--- src/rtl/core/bgm_pkg.sv ---
// ----------------------------------------------------------------------------
// bgm_pkg
// Shared widths, codes and interface types of the battery gauge monitor core.
// ----------------------------------------------------------------------------
package bgm_pkg;

  // stream payload widths (byte padded)
  localparam int unsigned IN_TDATA_W  = 48;
  localparam int unsigned OUT_TDATA_W = 40;

  // configuration port
  localparam int unsigned CFG_IDX_W  = 3;
  localparam int unsigned CFG_DATA_W = 16;

  localparam logic [CFG_IDX_W-1:0] REG_RCOMP_BASE = 3'd0;
  localparam logic [CFG_IDX_W-1:0] REG_COEF_HOT   = 3'd1;
  localparam logic [CFG_IDX_W-1:0] REG_COEF_COLD  = 3'd2;
  localparam logic [CFG_IDX_W-1:0] REG_FULL_PT    = 3'd3;
  localparam logic [CFG_IDX_W-1:0] REG_EMPTY_PT   = 3'd4;
  localparam logic [CFG_IDX_W-1:0] REG_LOW_MV     = 3'd5;

  // poll interval codes
  localparam logic [1:0] POLL_BOOT   = 2'd0;
  localparam logic [1:0] POLL_FAST   = 2'd1;
  localparam logic [1:0] POLL_NORMAL = 2'd2;
  localparam logic [1:0] POLL_NONE   = 2'd3;

  // bit-serial multiply lanes
  localparam int unsigned LANE_STEPS = 16;
  localparam int unsigned LANE_CNT_W = 5;

  // shared divider: full run gives 17 quotient bits, narrow run gives 8
  localparam int unsigned DIV_NUM_W  = 31;
  localparam int unsigned DIV_DEN_W  = 24;
  localparam int unsigned DIV_QUO_W  = 17;
  localparam int unsigned DIV_NARROW = 8;
  localparam int unsigned DIV_SH_W   = DIV_DEN_W + DIV_QUO_W - 1;
  localparam int unsigned DIV_CNT_W  = 5;

  localparam logic [DIV_DEN_W-1:0] RCOMP_SCALE   = 24'd1000;
  localparam logic [17:0]          RCOMP_NUM_MAX = 18'd255999;
  localparam logic [6:0]           CAP_MAX       = 7'd100;
  localparam logic [6:0]           CAP_RECHARGE  = 7'd99;

  typedef struct packed {
    logic start;
    logic narrow;
  } div_req_t;

  typedef struct packed {
    logic                 done;
    logic [DIV_QUO_W-1:0] quo;
  } div_stat_t;

  typedef struct packed {
    logic        done;
    logic        d_pos;   // temperature above 20 degrees
    logic [30:0] pos;     // charge * 19531
    logic [29:0] neg;     // empty * 1000000
    logic [23:0] den;     // (full - empty) * 10000
    logic [22:0] prod;    // |deg - 20| * coef
    logic [17:0] base;    // rcomp_base * 1000
  } lane_res_t;

endpackage

--- src/rtl/core/bgm_mul_lanes.sv ---
// ----------------------------------------------------------------------------
// bgm_mul_lanes
// Five bit-serial shift-add multipliers that run side by side for 16 steps.
// ----------------------------------------------------------------------------
module bgm_mul_lanes (
  input  logic               clk_i,
  input  logic               rst_ni,
  input  logic               start_i,
  input  logic [15:0]        charge_i,
  input  logic signed [10:0] temp_i,
  input  logic [7:0]         rcomp_base_i,
  input  logic [15:0]        coef_hot_i,
  input  logic [15:0]        coef_cold_i,
  input  logic [9:0]         full_i,
  input  logic [9:0]         empty_i,
  output bgm_pkg::lane_res_t res_o
);
  import bgm_pkg::*;

  logic [LANE_CNT_W-1:0] cnt_q;
  logic                  busy_q, done_q;

  // multiplier bits shift right, multiplicands shift left
  logic [15:0] mr_pos_q;
  logic [9:0]  mr_neg_q, mr_den_q;
  logic [6:0]  mr_prod_q;
  logic [7:0]  mr_base_q;
  logic [29:0] md_pos_q;
  logic [28:0] md_neg_q;
  logic [22:0] md_den_q;
  logic [21:0] md_prod_q;
  logic [16:0] md_base_q;
  logic [30:0] acc_pos_q;
  logic [29:0] acc_neg_q;
  logic [23:0] acc_den_q;
  logic [22:0] acc_prod_q;
  logic [17:0] acc_base_q;
  logic        d_pos_q;

  // temperature to whole degrees, truncated toward zero (x/10 = x*205 >> 11)
  logic        t_neg;
  logic [10:0] t_abs;
  logic [18:0] t_scaled;
  logic [6:0]  deg_mag;
  logic [8:0]  deg;
  logic [8:0]  d;
  logic        d_pos;
  logic [6:0]  d_mag;
  logic [9:0]  span;

  always_comb begin
    t_neg    = temp_i[10];
    t_abs    = t_neg ? 11'(-temp_i) : 11'(temp_i);
    t_scaled = 19'(t_abs) * 19'd205;
    deg_mag  = t_scaled[17:11];
    deg      = t_neg ? 9'(-{2'b00, deg_mag}) : {2'b00, deg_mag};
    d        = deg - 9'd20;
    d_pos    = !d[8] && (d != '0);
    d_mag    = d[8] ? 7'(-d) : d[6:0];
    span     = (full_i > empty_i) ? (full_i - empty_i) : '0;
  end

  always_ff @(posedge clk_i or negedge rst_ni) begin
    if (!rst_ni) begin
      busy_q <= 1'b0;
      done_q <= 1'b0;
      cnt_q  <= '0;
    end else begin
      done_q <= busy_q && (cnt_q == LANE_CNT_W'(1));
      if (start_i) begin
        busy_q <= 1'b1;
        cnt_q  <= LANE_CNT_W'(LANE_STEPS);
      end else if (busy_q) begin
        cnt_q  <= cnt_q - 1'b1;
        busy_q <= cnt_q != LANE_CNT_W'(1);
      end
    end
  end

  always_ff @(posedge clk_i) begin
    if (start_i) begin
      mr_pos_q   <= charge_i;
      mr_neg_q   <= empty_i;
      mr_den_q   <= span;
      mr_prod_q  <= d_mag;
      mr_base_q  <= rcomp_base_i;
      md_pos_q   <= 30'd19531;
      md_neg_q   <= 29'd1000000;
      md_den_q   <= 23'd10000;
      md_prod_q  <= {6'b0, (d_pos ? coef_hot_i : coef_cold_i)};
      md_base_q  <= 17'd1000;
      acc_pos_q  <= '0;
      acc_neg_q  <= '0;
      acc_den_q  <= '0;
      acc_prod_q <= '0;
      acc_base_q <= '0;
      d_pos_q    <= d_pos;
    end else if (busy_q) begin
      acc_pos_q  <= acc_pos_q  + (mr_pos_q[0]  ? 31'(md_pos_q)  : '0);
      acc_neg_q  <= acc_neg_q  + (mr_neg_q[0]  ? 30'(md_neg_q)  : '0);
      acc_den_q  <= acc_den_q  + (mr_den_q[0]  ? 24'(md_den_q)  : '0);
      acc_prod_q <= acc_prod_q + (mr_prod_q[0] ? 23'(md_prod_q) : '0);
      acc_base_q <= acc_base_q + (mr_base_q[0] ? 18'(md_base_q) : '0);
      mr_pos_q   <= mr_pos_q  >> 1;
      mr_neg_q   <= mr_neg_q  >> 1;
      mr_den_q   <= mr_den_q  >> 1;
      mr_prod_q  <= mr_prod_q >> 1;
      mr_base_q  <= mr_base_q >> 1;
      md_pos_q   <= md_pos_q  << 1;
      md_neg_q   <= md_neg_q  << 1;
      md_den_q   <= md_den_q  << 1;
      md_prod_q  <= md_prod_q << 1;
      md_base_q  <= md_base_q << 1;
    end
  end

  always_comb begin
    res_o.done  = done_q;
    res_o.d_pos = d_pos_q;
    res_o.pos   = acc_pos_q;
    res_o.neg   = acc_neg_q;
    res_o.den   = acc_den_q;
    res_o.prod  = acc_prod_q;
    res_o.base  = acc_base_q;
  end

endmodule

--- src/rtl/core/bgm_div.sv ---
// ----------------------------------------------------------------------------
// bgm_div
// Shared restoring divider, one quotient bit per cycle.
// ----------------------------------------------------------------------------
module bgm_div (
  input  logic                           clk_i,
  input  logic                           rst_ni,
  input  bgm_pkg::div_req_t              req_i,
  input  logic [bgm_pkg::DIV_NUM_W-1:0]  num_i,
  input  logic [bgm_pkg::DIV_DEN_W-1:0]  den_i,
  output bgm_pkg::div_stat_t             stat_o
);
  import bgm_pkg::*;

  logic [DIV_NUM_W-1:0] rem_q;
  logic [DIV_SH_W-1:0]  dsh_q;
  logic [DIV_QUO_W-1:0] quo_q;
  logic [DIV_CNT_W-1:0] cnt_q;
  logic                 busy_q, done_q;
  logic                 ge;

  // narrow run only used when the quotient is known to fit in 8 bits
  assign ge = {{(DIV_SH_W-DIV_NUM_W){1'b0}}, rem_q} >= dsh_q;

  always_ff @(posedge clk_i or negedge rst_ni) begin
    if (!rst_ni) begin
      busy_q <= 1'b0;
      done_q <= 1'b0;
      cnt_q  <= '0;
    end else begin
      done_q <= busy_q && (cnt_q == DIV_CNT_W'(1));
      if (req_i.start) begin
        busy_q <= 1'b1;
        cnt_q  <= req_i.narrow ? DIV_CNT_W'(DIV_NARROW) : DIV_CNT_W'(DIV_QUO_W);
      end else if (busy_q) begin
        cnt_q  <= cnt_q - 1'b1;
        busy_q <= cnt_q != DIV_CNT_W'(1);
      end
    end
  end

  always_ff @(posedge clk_i) begin
    if (req_i.start) begin
      rem_q <= num_i;
      quo_q <= '0;
      if (req_i.narrow) begin
        dsh_q <= DIV_SH_W'({den_i, {(DIV_NARROW-1){1'b0}}});
      end else begin
        dsh_q <= {den_i, {(DIV_QUO_W-1){1'b0}}};
      end
    end else if (busy_q) begin
      if (ge) begin
        rem_q <= rem_q - dsh_q[DIV_NUM_W-1:0];
      end
      quo_q <= {quo_q[DIV_QUO_W-2:0], ge};
      dsh_q <= dsh_q >> 1;
    end
  end

  always_comb begin
    stat_o.done = done_q;
    stat_o.quo  = quo_q;
  end

endmodule

--- src/rtl/core/battery_gauge_monitor_step_core.sv ---
// ----------------------------------------------------------------------------
// battery_gauge_monitor_step_core
// Battery gauge poll processor: capacity, millivolts, RCOMP, poll decisions.
// ----------------------------------------------------------------------------
// One poll is handled at a time. Each poll runs through the bit-serial multiply
// lanes, then through the one shared restoring divider for the 17-bit capacity
// quotient and the 8-bit RCOMP quotient, and its result is then loaded into the
// output register. A new poll is accepted only once that load has happened. A
// finished result waits in the output register, so the next poll is accepted
// while it is still pending. Configuration writes are always accepted.
module battery_gauge_monitor_step_core (
  input  logic                               clk_i,
  input  logic                               rst_ni,
  input  logic                               s_axis_tvalid_i,
  output logic                               s_axis_tready_o,
  // charge_word[15:0], voltage_word[31:16], temperature_tenths[42:32],
  // booting[43], health_good[44], not_charging[45], zero pad[47:46]
  input  logic [bgm_pkg::IN_TDATA_W-1:0]     s_axis_tdata_i,
  output logic                               m_axis_tvalid_o,
  input  logic                               m_axis_tready_i,
  // capacity_percent[6:0], voltage_mv[19:7], rcomp_byte[27:20],
  // recharge_request[28], change_notice[29], poll_code[31:30],
  // power_off_request[32], zero pad[39:33]
  output logic [bgm_pkg::OUT_TDATA_W-1:0]    m_axis_tdata_o,
  input  logic                               cfg_valid_i,
  output logic                               cfg_ready_o,
  input  logic [bgm_pkg::CFG_IDX_W-1:0]      cfg_index_i,
  input  logic [bgm_pkg::CFG_DATA_W-1:0]     cfg_data_i
);
  import bgm_pkg::*;

  typedef enum logic [2:0] {ST_IDLE, ST_MUL, ST_CAP, ST_RC, ST_OUT} state_e;

  state_e state_q;

  // configuration
  logic [7:0]  rcomp_base_q;
  logic [15:0] coef_hot_q, coef_cold_q;
  logic [9:0]  full_q, empty_q;
  logic [12:0] low_mv_q;

  // per-poll holding registers
  logic [12:0] mv_q;
  logic        booting_q, health_q, nchg_q;
  logic [6:0]  cap_q;
  logic [7:0]  rcomp_q;

  // persistent state
  logic [6:0]  last_cap_q;
  logic [1:0]  uv_cnt_q;

  // output register
  logic        m_valid_q;
  logic [6:0]  o_cap_q;
  logic [12:0] o_mv_q;
  logic [7:0]  o_rcomp_q;
  logic        o_recharge_q, o_notice_q, o_pwr_off_q;
  logic [1:0]  o_poll_q;

  logic        in_accept;
  logic [14:0] mv_x5;
  lane_res_t   lane_res;
  div_req_t    div_req;
  div_stat_t   div_stat;
  logic [DIV_NUM_W-1:0] div_num;
  logic [DIV_DEN_W-1:0] div_den;

  logic                 cap_ok;
  logic [DIV_NUM_W-1:0] cap_num;
  logic [DIV_DEN_W-1:0] cap_den;
  logic [23:0]          rc_sum;
  logic                 rc_neg;
  logic [17:0]          rc_num;
  logic [6:0]           cap_res;

  logic       out_load;
  logic       changed, want_recharge;
  logic [1:0] poll_d, uv_cnt_d;
  logic       pwr_off_d;

  assign s_axis_tready_o = (state_q == ST_IDLE);
  assign in_accept       = s_axis_tvalid_i && s_axis_tready_o;
  assign cfg_ready_o     = 1'b1;

  // millivolts = ((word >> 4) * 5) >> 2
  assign mv_x5 = {3'b000, s_axis_tdata_i[31:20]} + {1'b0, s_axis_tdata_i[31:20], 2'b00};

  bgm_mul_lanes u_lanes (
    .clk_i        (clk_i),
    .rst_ni       (rst_ni),
    .start_i      (in_accept),
    .charge_i     (s_axis_tdata_i[15:0]),
    .temp_i       (s_axis_tdata_i[42:32]),
    .rcomp_base_i (rcomp_base_q),
    .coef_hot_i   (coef_hot_q),
    .coef_cold_i  (coef_cold_q),
    .full_i       (full_q),
    .empty_i      (empty_q),
    .res_o        (lane_res)
  );

  // capacity operands; an empty span or negative numerator divides 0 by 1
  always_comb begin
    cap_ok  = (full_q > empty_q) && (lane_res.pos >= {1'b0, lane_res.neg});
    cap_num = cap_ok ? (lane_res.pos - {1'b0, lane_res.neg}) : '0;
    cap_den = cap_ok ? lane_res.den : DIV_DEN_W'(1);
  end

  // rcomp numerator, clamped so the quotient never exceeds 255
  always_comb begin
    rc_sum = lane_res.d_pos ? (24'(lane_res.base) - 24'(lane_res.prod))
                            : (24'(lane_res.base) + 24'(lane_res.prod));
    rc_neg = lane_res.d_pos && (lane_res.prod > 23'(lane_res.base));
    if (rc_neg) begin
      rc_num = '0;
    end else if (rc_sum > 24'(RCOMP_NUM_MAX)) begin
      rc_num = RCOMP_NUM_MAX;
    end else begin
      rc_num = rc_sum[17:0];
    end
  end

  always_comb begin
    div_req.start  = ((state_q == ST_MUL) && lane_res.done) ||
                     ((state_q == ST_CAP) && div_stat.done);
    div_req.narrow = (state_q == ST_CAP);
    div_num        = (state_q == ST_CAP) ? DIV_NUM_W'(rc_num) : cap_num;
    div_den        = (state_q == ST_CAP) ? RCOMP_SCALE : cap_den;
  end

  bgm_div u_div (
    .clk_i  (clk_i),
    .rst_ni (rst_ni),
    .req_i  (div_req),
    .num_i  (div_num),
    .den_i  (div_den),
    .stat_o (div_stat)
  );

  assign cap_res = (div_stat.quo > DIV_QUO_W'(CAP_MAX)) ? CAP_MAX : div_stat.quo[6:0];

  // capacity decision and undervoltage tracking
  always_comb begin
    out_load      = (state_q == ST_OUT) && (!m_valid_q || m_axis_tready_i);
    changed       = (cap_q != last_cap_q) || (cap_q == '0);
    want_recharge = health_q && nchg_q && (cap_q <= CAP_RECHARGE);
    uv_cnt_d      = uv_cnt_q;
    poll_d        = POLL_NONE;
    pwr_off_d     = 1'b0;
    if (cap_q == '0) begin
      if (booting_q) begin
        poll_d = POLL_BOOT;
      end else begin
        if (mv_q < low_mv_q) begin
          poll_d = POLL_FAST;
          if (uv_cnt_q != 2'd3) begin
            uv_cnt_d = uv_cnt_q + 1'b1;
          end
        end else begin
          poll_d   = POLL_NORMAL;
          uv_cnt_d = '0;
        end
        pwr_off_d = (uv_cnt_d == 2'd3);
      end
    end
  end

  always_ff @(posedge clk_i or negedge rst_ni) begin
    if (!rst_ni) begin
      rcomp_base_q <= '0;
      coef_hot_q   <= '0;
      coef_cold_q  <= '0;
      full_q       <= 10'd1000;
      empty_q      <= '0;
      low_mv_q     <= 13'd3300;
    end else if (cfg_valid_i) begin
      unique case (cfg_index_i)
        REG_RCOMP_BASE: rcomp_base_q <= cfg_data_i[7:0];
        REG_COEF_HOT:   coef_hot_q   <= cfg_data_i;
        REG_COEF_COLD:  coef_cold_q  <= cfg_data_i;
        REG_FULL_PT:    full_q       <= cfg_data_i[9:0];
        REG_EMPTY_PT:   empty_q      <= cfg_data_i[9:0];
        REG_LOW_MV:     low_mv_q     <= cfg_data_i[12:0];
        default: ;
      endcase
    end
  end

  always_ff @(posedge clk_i or negedge rst_ni) begin
    if (!rst_ni) begin
      state_q    <= ST_IDLE;
      last_cap_q <= '0;
      uv_cnt_q   <= '0;
      m_valid_q  <= 1'b0;
    end else begin
      if (m_valid_q && m_axis_tready_i && !out_load) begin
        m_valid_q <= 1'b0;
      end
      unique case (state_q)
        ST_IDLE: begin
          if (in_accept) begin
            state_q <= ST_MUL;
          end
        end
        ST_MUL: begin
          if (lane_res.done) begin
            state_q <= ST_CAP;
          end
        end
        ST_CAP: begin
          if (div_stat.done) begin
            state_q <= ST_RC;
          end
        end
        ST_RC: begin
          if (div_stat.done) begin
            state_q <= ST_OUT;
          end
        end
        ST_OUT: begin
          if (out_load) begin
            state_q   <= ST_IDLE;
            m_valid_q <= 1'b1;
            uv_cnt_q  <= uv_cnt_d;
            if (changed) begin
              last_cap_q <= cap_q;
            end
          end
        end
        default: state_q <= ST_IDLE;
      endcase
    end
  end

  always_ff @(posedge clk_i) begin
    if (in_accept) begin
      mv_q      <= mv_x5[14:2];
      booting_q <= s_axis_tdata_i[43];
      health_q  <= s_axis_tdata_i[44];
      nchg_q    <= s_axis_tdata_i[45];
    end
    if ((state_q == ST_CAP) && div_stat.done) begin
      cap_q <= cap_res;
    end
    if ((state_q == ST_RC) && div_stat.done) begin
      rcomp_q <= div_stat.quo[7:0];
    end
    if (out_load) begin
      o_cap_q      <= cap_q;
      o_mv_q       <= mv_q;
      o_rcomp_q    <= rcomp_q;
      o_recharge_q <= changed && want_recharge;
      o_notice_q   <= changed && !want_recharge;
      o_poll_q     <= poll_d;
      o_pwr_off_q  <= pwr_off_d;
    end
  end

  assign m_axis_tvalid_o = m_valid_q;
  assign m_axis_tdata_o  = {7'b0, o_pwr_off_q, o_poll_q, o_notice_q, o_recharge_q,
                            o_rcomp_q, o_mv_q, o_cap_q};

`ifndef NO_ASSERTIONS
  ap_pwr_off_needs_uv: assert property (@(posedge clk_i) disable iff (!rst_ni)
    m_valid_q && o_pwr_off_q |-> (o_cap_q == '0) && (o_poll_q == POLL_FAST))
    else $error("power-off without undervoltage at zero capacity");

  ap_flags_exclusive: assert property (@(posedge clk_i) disable iff (!rst_ni)
    m_valid_q |-> !(o_recharge_q && o_notice_q))
    else $error("recharge and change notice both set");

  ap_poll_zero_cap: assert property (@(posedge clk_i) disable iff (!rst_ni)
    m_valid_q && (o_poll_q != POLL_NONE) |-> (o_cap_q == '0))
    else $error("repoll code with nonzero capacity");

  ap_cap_range: assert property (@(posedge clk_i) disable iff (!rst_ni)
    m_valid_q |-> (o_cap_q <= CAP_MAX))
    else $error("capacity above 100");

  ap_div_done_state: assert property (@(posedge clk_i) disable iff (!rst_ni)
    div_stat.done |-> (state_q == ST_CAP) || (state_q == ST_RC))
    else $error("divider finished outside a divide phase");

  ap_lane_done_state: assert property (@(posedge clk_i) disable iff (!rst_ni)
    lane_res.done |-> (state_q == ST_MUL))
    else $error("multiply lanes finished outside the multiply phase");
`endif

endmodule

--- config.mk ---
export PLATFORM = sky130hd
export DESIGN_NAME = battery_gauge_monitor_step_core
export DESIGN_NICKNAME = d
export VERILOG_FILES = /design/src/rtl/core/bgm_pkg.sv /design/src/rtl/core/bgm_mul_lanes.sv /design/src/rtl/core/bgm_div.sv /design/src/rtl/core/battery_gauge_monitor_step_core.sv
export SDC_FILE = /design/constraint.sdc
export NUM_CORES = 1
export LEC_CHECK = 0
export BUFFER_PORTS_ARGS = -buffer_cell sky130_fd_sc_hd__buf_2
export CAP_MARGIN = 10
export CORE_MARGIN = 2
export CORE_UTILIZATION = 40
export DETAILED_ROUTE_END_ITERATION = 7
export GPL_TIMING_DRIVEN = 0
export SLEW_MARGIN = 20
export SYNTH_ARGS = -nofsm -noshare
export SYNTH_HDL_FRONTEND = slang
export SYNTH_SLANG_ARGS = --single-unit
--- constraint.sdc ---
create_clock -name clk_i -period 4.1 [get_ports clk_i]
set_clock_uncertainty 0.2 [all_clocks]
set_input_delay 0.205 -clock clk_i [delete_from_list [all_inputs] [get_ports clk_i]]
set_output_delay 0.205 -clock clk_i [all_outputs]
set_load 0.005 [all_outputs]
==> results.toml, run 1 <==
[worst_setup_path]
critPathRequiredTime_ns = 4.31
end_kind = "flop"
cpPeakStageDelay_ns = 0.51
crit_path_frequent_cell = "ha_4"
critPathArrivalTime_ns = 6.62
path_max_fanout = 7
cp_slowest_cell = "or4_4"
crit_type = "primary input to flop"
startpoint_type = "primary input"

[placement]
dp_hpwl_um = 66090
portBuffers = 99
gp_congestion = 0.9013
placed_area_um2 = 35080

[layout]
areaGrowthSynthToFinish_pct = 21.50
final_cell_area_um2 = 39840
drive_gt1_share_pct = 16.09
fillerInstances = 7443
n_antenna_cell = 0
post-route-util_pct = 49.30
nets = 4194

[detailed_routing]
ant_nets = 0
viasPerCell = 5.313
drtIter0Drc = 1653
drc = 0
vias = 26165
wl_per_cell_um = 18.37
first_pass_iters = 5
totalWireLength_um = 90470

[die]
core_um2 = 80810
ios = 115
die_area_um2 = 84280
die_width_um = 290.3
initial_core_util_pct = 40.58
rows = 104
die_h_um = 290.3

[yosys]
synth-compound-area-share_pct = 15.20
synth-async-reset-ratio_pct = 19.27
syn_area_um2 = 32790
synth-seq-area-share_pct = 39.46
synth_mux_area_share_pct = 7.086
avgSynthCellArea_um2 = 9.436
ys_top_cells_by_count = "325 x nor2_1, 297 x nand2_1, 277 x ha_1"
yosysWarnings = 0
synth_fa_ha_area_share_pct = 12.22
yosys.area_share.xor_xnor_pct = 5.789
synthDistinctLibCells = 91
synthSimpleGateAreaFrac_pct = 15.67
synth_cells = 3475
yosys.area.top_type_share_pct = 18.59
synth-seq-cells = 519
synth_ff_type = "dfxtp_1"
synth_area_leaders = "edfxtp_1 19%, dfxtp_1 13%, ha_1 11%"
synth_top_family_by_area = "simple AND/OR/NAND/NOR gates"
synthMostInstantiatedCell = "nor2_1"
yosysTopAreaCell = "edfxtp_1"
synth_edf_count = 203

[sta]
finalSetupViolations = 23
worst_slew_pin_slew_ns = 1.125
grt_setup_unrepaired = "true"
fin_crit_sh_pct = 156.2
max_freq_mhz = 156.1
drv_slew = 0
slew_headroom_pct = 24.97
holdWs_ns = 0.07394
hold_viol = 0
worst_slack_ns = -2.306
fin_crit_ns = 6.406
tns_ns = -51.74

[grt]
grt_pass1_vias = 25591
grt_use_total_pct = 20.89
grt-ovfl-total = 0
grt_pass1_wl_um = 141400
antenna_found_initial = 0
grt_max_degree = 55

[clock_network]
cts.sinks = 519
clk_path_buf_depth = 3
worst_skew_pair.late_latency_ns = 0.66
cts_buffers = 57
cts_tree = "built"
clk_pin_slew_worst_paths_ns = 0.07
cts_root_buf = "clkbuf_16"
htree_levels = 2

[job]
max_cap_violations = 0

[power_and_ir_drop]
p_per_area_nw_per_um2 = 484.5
irDropWorstVdd_v = 0.0009618
leakage_nw = 17.19

[outcome]
violations = "setup timing"
status = "finished with violations"

[min_path]
hold_path.class = "primary input to flop"
## sequential cells by signal, summed over array words and instances, names as in the netlist, 13 cells and up
signal,count
u_lanes.md_base_q,13
u_div.dsh_q,40
u_lanes.md_neg_q,20
u_lanes.mr_pos_q,16
mv_q,13
coef_cold_q,16
u_div.rem_q,31
u_lanes.acc_den_q,20
u_lanes.acc_base_q,15
u_lanes.md_pos_q,30
coef_hot_q,16
u_lanes.acc_prod_q,23
u_lanes.acc_neg_q,24
o_mv_q,13
u_lanes.acc_pos_q,31
low_mv_q,13
u_lanes.md_prod_q,22
u_lanes.md_den_q,17
u_div.quo_q,17
## critical path, delay by kind of cell
| family | cells | cell delay [ns] |
|---|---|---|
| buffers and inverters | 9 | 1.06 |
| adders and majority gates | 6 | 1.87 |
| AOI/OAI and AO/OA | 8 | 1.57 |
| and+or+nand+nor | 5 | 1.31 |
| xor gates and xnor gates | 3 | 0.58 |
## what timing repair did
action / 4_1_cts / 5_1_grt
hold buffers: 66 / 0
pin swaps: 58 / 78
cloned: 5 / 2
gates resized for setup: 148 / 137
buffers inserted: 68 / 36
hold endpoints to repair: 209 / 0
endpoints found under the setup margin: 119 / 125
## cell type report
class                      instances  area [um2]  share of cell area [%]
inverter                         242       924.6                   2.321
buffer                           138       730.7                   1.834
multi-input combinational       2579       19540                   49.05
clock buffer                      85        1717                   4.309
timing repair buffer             281        2335                   5.860
clock inverter                    21       319.1                  0.8009
sequential                       519       12940                   32.49
tap                             1060        1326                   3.329
## cell families after synthesis
group                    after synthesis
flip-flops                           519
other                                  2
adder cells (fa/ha/maj)              304
multiplexers                         223
buffers and inverters                384
AND/OR/NAND/NOR                     1076
XOR/XNOR                             215
AO/OA/AOI/OAI                        752
## worst paths after layout
check,from,to,slack [ns],cells after the start
max,s_axis_tdata_i[35],u_lanes.md_prod_q[6],-2.31,31
min,s_axis_tdata_i[22],mv_q[1],0.07,5
min reg2reg,rcomp_q[0],o_rcomp_q[0],0.22,0
min in group asynchronous,rst_ni,low_mv_q[5],0.48,3
max in group asynchronous,rst_ni,u_div.busy_q,2.85,4
max reg2reg,u_lanes.mr_pos_q[0],u_lanes.acc_pos_q[30],0.12,17
## through the flow
step	instances	power, mW	setup slack (ns)
floorplan	3481	9.932	-2.487
finish	4925	19.30	-2.306
detailed placement	4646	10.99	-3.817
global placement	4640	10.93	-3.768
CTS	4890	17.81	-2.334
global route	4925	20.35	-2.546
## layer usage
metal  up-vias  wire (um)  track usage, %
met4         0       2080           5.183
li1      12948          -               -
met1     12521      41200           28.15
met3       117       3723           1.973
met2       579      43470           36.02
met5         -          0               0
## placed cells by master, fill, tap and decap left out, drive strengths merged, types with 20 or more instances in the layout
cell | netlist | final
clkbuf | 111 | 193
nand2 | 297 | 298
and3 | 32 | 32
a22o | 21 | 21
ha | 277 | 277
a21boi | 24 | 24
a31oi | 24 | 24
dfrtp | 88 | 88
a211oi | 30 | 30
nor3 | 61 | 61
fa | 27 | 27
dfxtp | 216 | 216
edfxtp | 203 | 203
a21oi | 198 | 198
and2 | 124 | 124
xor2 | 77 | 77
nand4 | 20 | 20
buf | 31 | 246
mux2 | 73 | 73
xnor2 | 138 | 138
nor2 | 325 | 325
a21o | 80 | 80
nand2b | 50 | 50
o21a | 30 | 30
o21ai | 155 | 155
mux2i | 150 | 150
o31a | 24 | 24
inv | 240 | 241
nand3 | 49 | 49
dlygate4sd3 | 0 | 65
o21bai | 30 | 30
nor2b | 31 | 31
## power breakdown
part | internal [mW] | switching [mW]
clock network | 3.23 | 2.27
registers | 5.52 | 0.0755
logic | 4.13 | 4.07
(Power assumes the default switching activity.)
==> run 2: changes to the inputs <==
--- a/config.mk
+++ b/config.mk
@@ -11,7 +11,7 @@
 export CORE_UTILIZATION = 40
 export DETAILED_ROUTE_END_ITERATION = 7
 export GPL_TIMING_DRIVEN = 0
-export SLEW_MARGIN = 20
+export REMOVE_ABC_BUFFERS = 1
 export SYNTH_ARGS = -nofsm -noshare
 export SYNTH_HDL_FRONTEND = slang
 export SYNTH_SLANG_ARGS = --single-unit
==> results.toml, run 2 (synthesized netlist as in run 1, its figures left out) <==
[grt]
antenna_found_initial = 1
grt_pass1_wl_um = 128100
grt_max_degree = 133
grt_pass1_vias = 24778
grt-ovfl-total = 0
grt_use_total_pct = 18.32

[clock_network]
cts_root_buf = "clkbuf_16"
clk_pin_slew_worst_paths_ns = 0.06
cts.sinks = 519
cts_buffers = 57
worst_skew_pair.late_latency_ns = 0.64
htree_levels = 2
clk_path_buf_depth = 3
cts_tree = "built"

[layout]
final_cell_area_um2 = 39460
regArea_um2 = 12950
nets = 4076
final_cell_mix = "317 x nor2_1, 290 x nand2_1, 261 x ha_1"
n_antenna_cell = 0
drive_gt1_share_pct = 16.35
final_common_cell = "nor2_1"
areaGrowthSynthToFinish_pct = 20.33
top_regs = "u_div.dsh_q: 40 flops, u_div.rem_q: 31 flops, u_lanes.acc_pos_q: 31 flops"
post-route-util_pct = 48.83
top_register = "u_div.dsh_q"
largest_reg_flops = 40
multi_input_comb_area_um2 = 19660
stdcell_count = 4809
fillerInstances = 7375

[worst_setup_path]
crit_path_frequent_cell = "buf_4"
crit_type = "primary input to flop"
critPathArrivalTime_ns = 6.74
r2r-end = "u_lanes.acc_pos_q[29]"
reg2reg_slack_ns = 0.17
end_kind = "flop"
crit-reg2reg-launch = "u_lanes.mr_pos_q[0]"
critPathRequiredTime_ns = 4.29
r2r_cells = 16
path_max_fanout = 6
cpPeakStageDelay_ns = 0.48
cp_slowest_cell = "fa_1"
startpoint_type = "primary input"

[job]
max_cap_violations = 0

[min_path]
holdPathEnd = "mv_q[1]"
hold_path.class = "primary input to flop"
min_from = "s_axis_tdata_i[22]"
whs_path_depth = 5

[sta]
fin_crit_ns = 6.551
worst_slew_pin_slew_ns = 1.145
slew_headroom_pct = 23.66
fin_crit_sh_pct = 159.8
tns_ns = -53.85
finalSetupViolations = 23
grt_setup_unrepaired = "true"
hold_viol = 0
worst_slack_ns = -2.451
max_freq_mhz = 152.6
drv_slew = 0

[die]
initial_core_util_pct = 40.58
core_um2 = 80810
rows = 104
die_area_um2 = 84280
ios = 115
die_width_um = 290.3
die_h_um = 290.3

[outcome]
violations = "setup timing"
status = "finished with violations"

[detailed_routing]
viasPerCell = 5.266
wl_per_cell_um = 16.74
drtIter0Drc = 1170
totalWireLength_um = 80490
drc = 0
ant_nets = 0
first_pass_iters = 5
vias = 25326

[placement]
place_inst = 4521
portBuffers = 100
place_ws_ns = -4.312
gp_congestion = 0.8679
dp_hpwl_um = 52900
placed_area_um2 = 34620

[power_and_ir_drop]
irDropWorstVdd_v = 0.001413
p_per_area_nw_per_um2 = 494.8
leakage_nw = 17.04
## run 2: report_power, final
part | switching (mW) | leakage, nW | internal (mW) | total, mW
Clock | 2.23 | 0.953 | 3.04 | 5.26
Sequential | 0.0695 | 4.70 | 5.52 | 5.59
Combinational | 4.39 | 11.4 | 4.28 | 8.67
Total | 6.69 | 17.0 | 12.8 | 19.5
## run 2: through the flow
stage | hold WS [ns] | power (mW)
finish | 0.05819 | 19.52
global route | 0.06413 | 20.59
CTS | 0.02730 | 17.74
detailed placement | 0.01263 | 10.23
global placement | 0.1824 | 10.17
floorplan | -0.2906 | 9.315
## run 2: timing repair
action,4_1_cts,5_1_grt
cloned,5,4
pin swaps,50,80
endpoints found under the setup margin,196,94
setup buffers,69,36
endpoints found under the hold margin,203,0
hold buffers,67,0
gates resized for setup,143,117
## run 2: area by class of cell
cell class,count,share of cell area [%]
Tap cell,1060,3.361
Sequential cell,519,32.82
Multi-Input combinational cell,2583,49.82
Clock inverter,36,0.8721
Inverter,242,2.388
Clock buffer,72,3.989
Timing Repair Buffer,297,6.742
## run 2: layer usage
layer / vias to the layer above / share of wire [%] / global-route usage (%)
met2: 369 / 47 / 31.15
met4: 0 / 2.6 / 5.373
met5: - / 0 / 0
met1: 12106 / 47 / 24.26
li1: 12731 / - / -
met3: 120 / 3.5 / 2.470
## run 2: worst max-delay path, delay by kind of cell
family                   cells  cell delay (ns)
AO/OA/AOI/OAI                6             0.91
XOR/XNOR                     3             0.53
adder cells (fa/ha/maj)      6             2.09
buffers and inverters       19             2.03
AND/OR/NAND/NOR              8             0.95
## run 2: how the worst max path moves through the flow
stage / start / slack (ns) / to
finish: s_axis_tdata_i[32] / -2.45 / u_lanes.md_prod_q[8]
global route: s_axis_tdata_i[32] / -2.69 / u_lanes.md_prod_q[8]
CTS: s_axis_tdata_i[35] / -2.23 / u_lanes.md_prod_q[4]
detailed placement: s_axis_tdata_i[32] / -4.31 / u_lanes.md_prod_q[14]
global placement: state_q[0] / -15.03 / u_lanes.mr_pos_q[15]
floorplan: state_q[0] / -5.79 / u_lanes.md_prod_q[0]
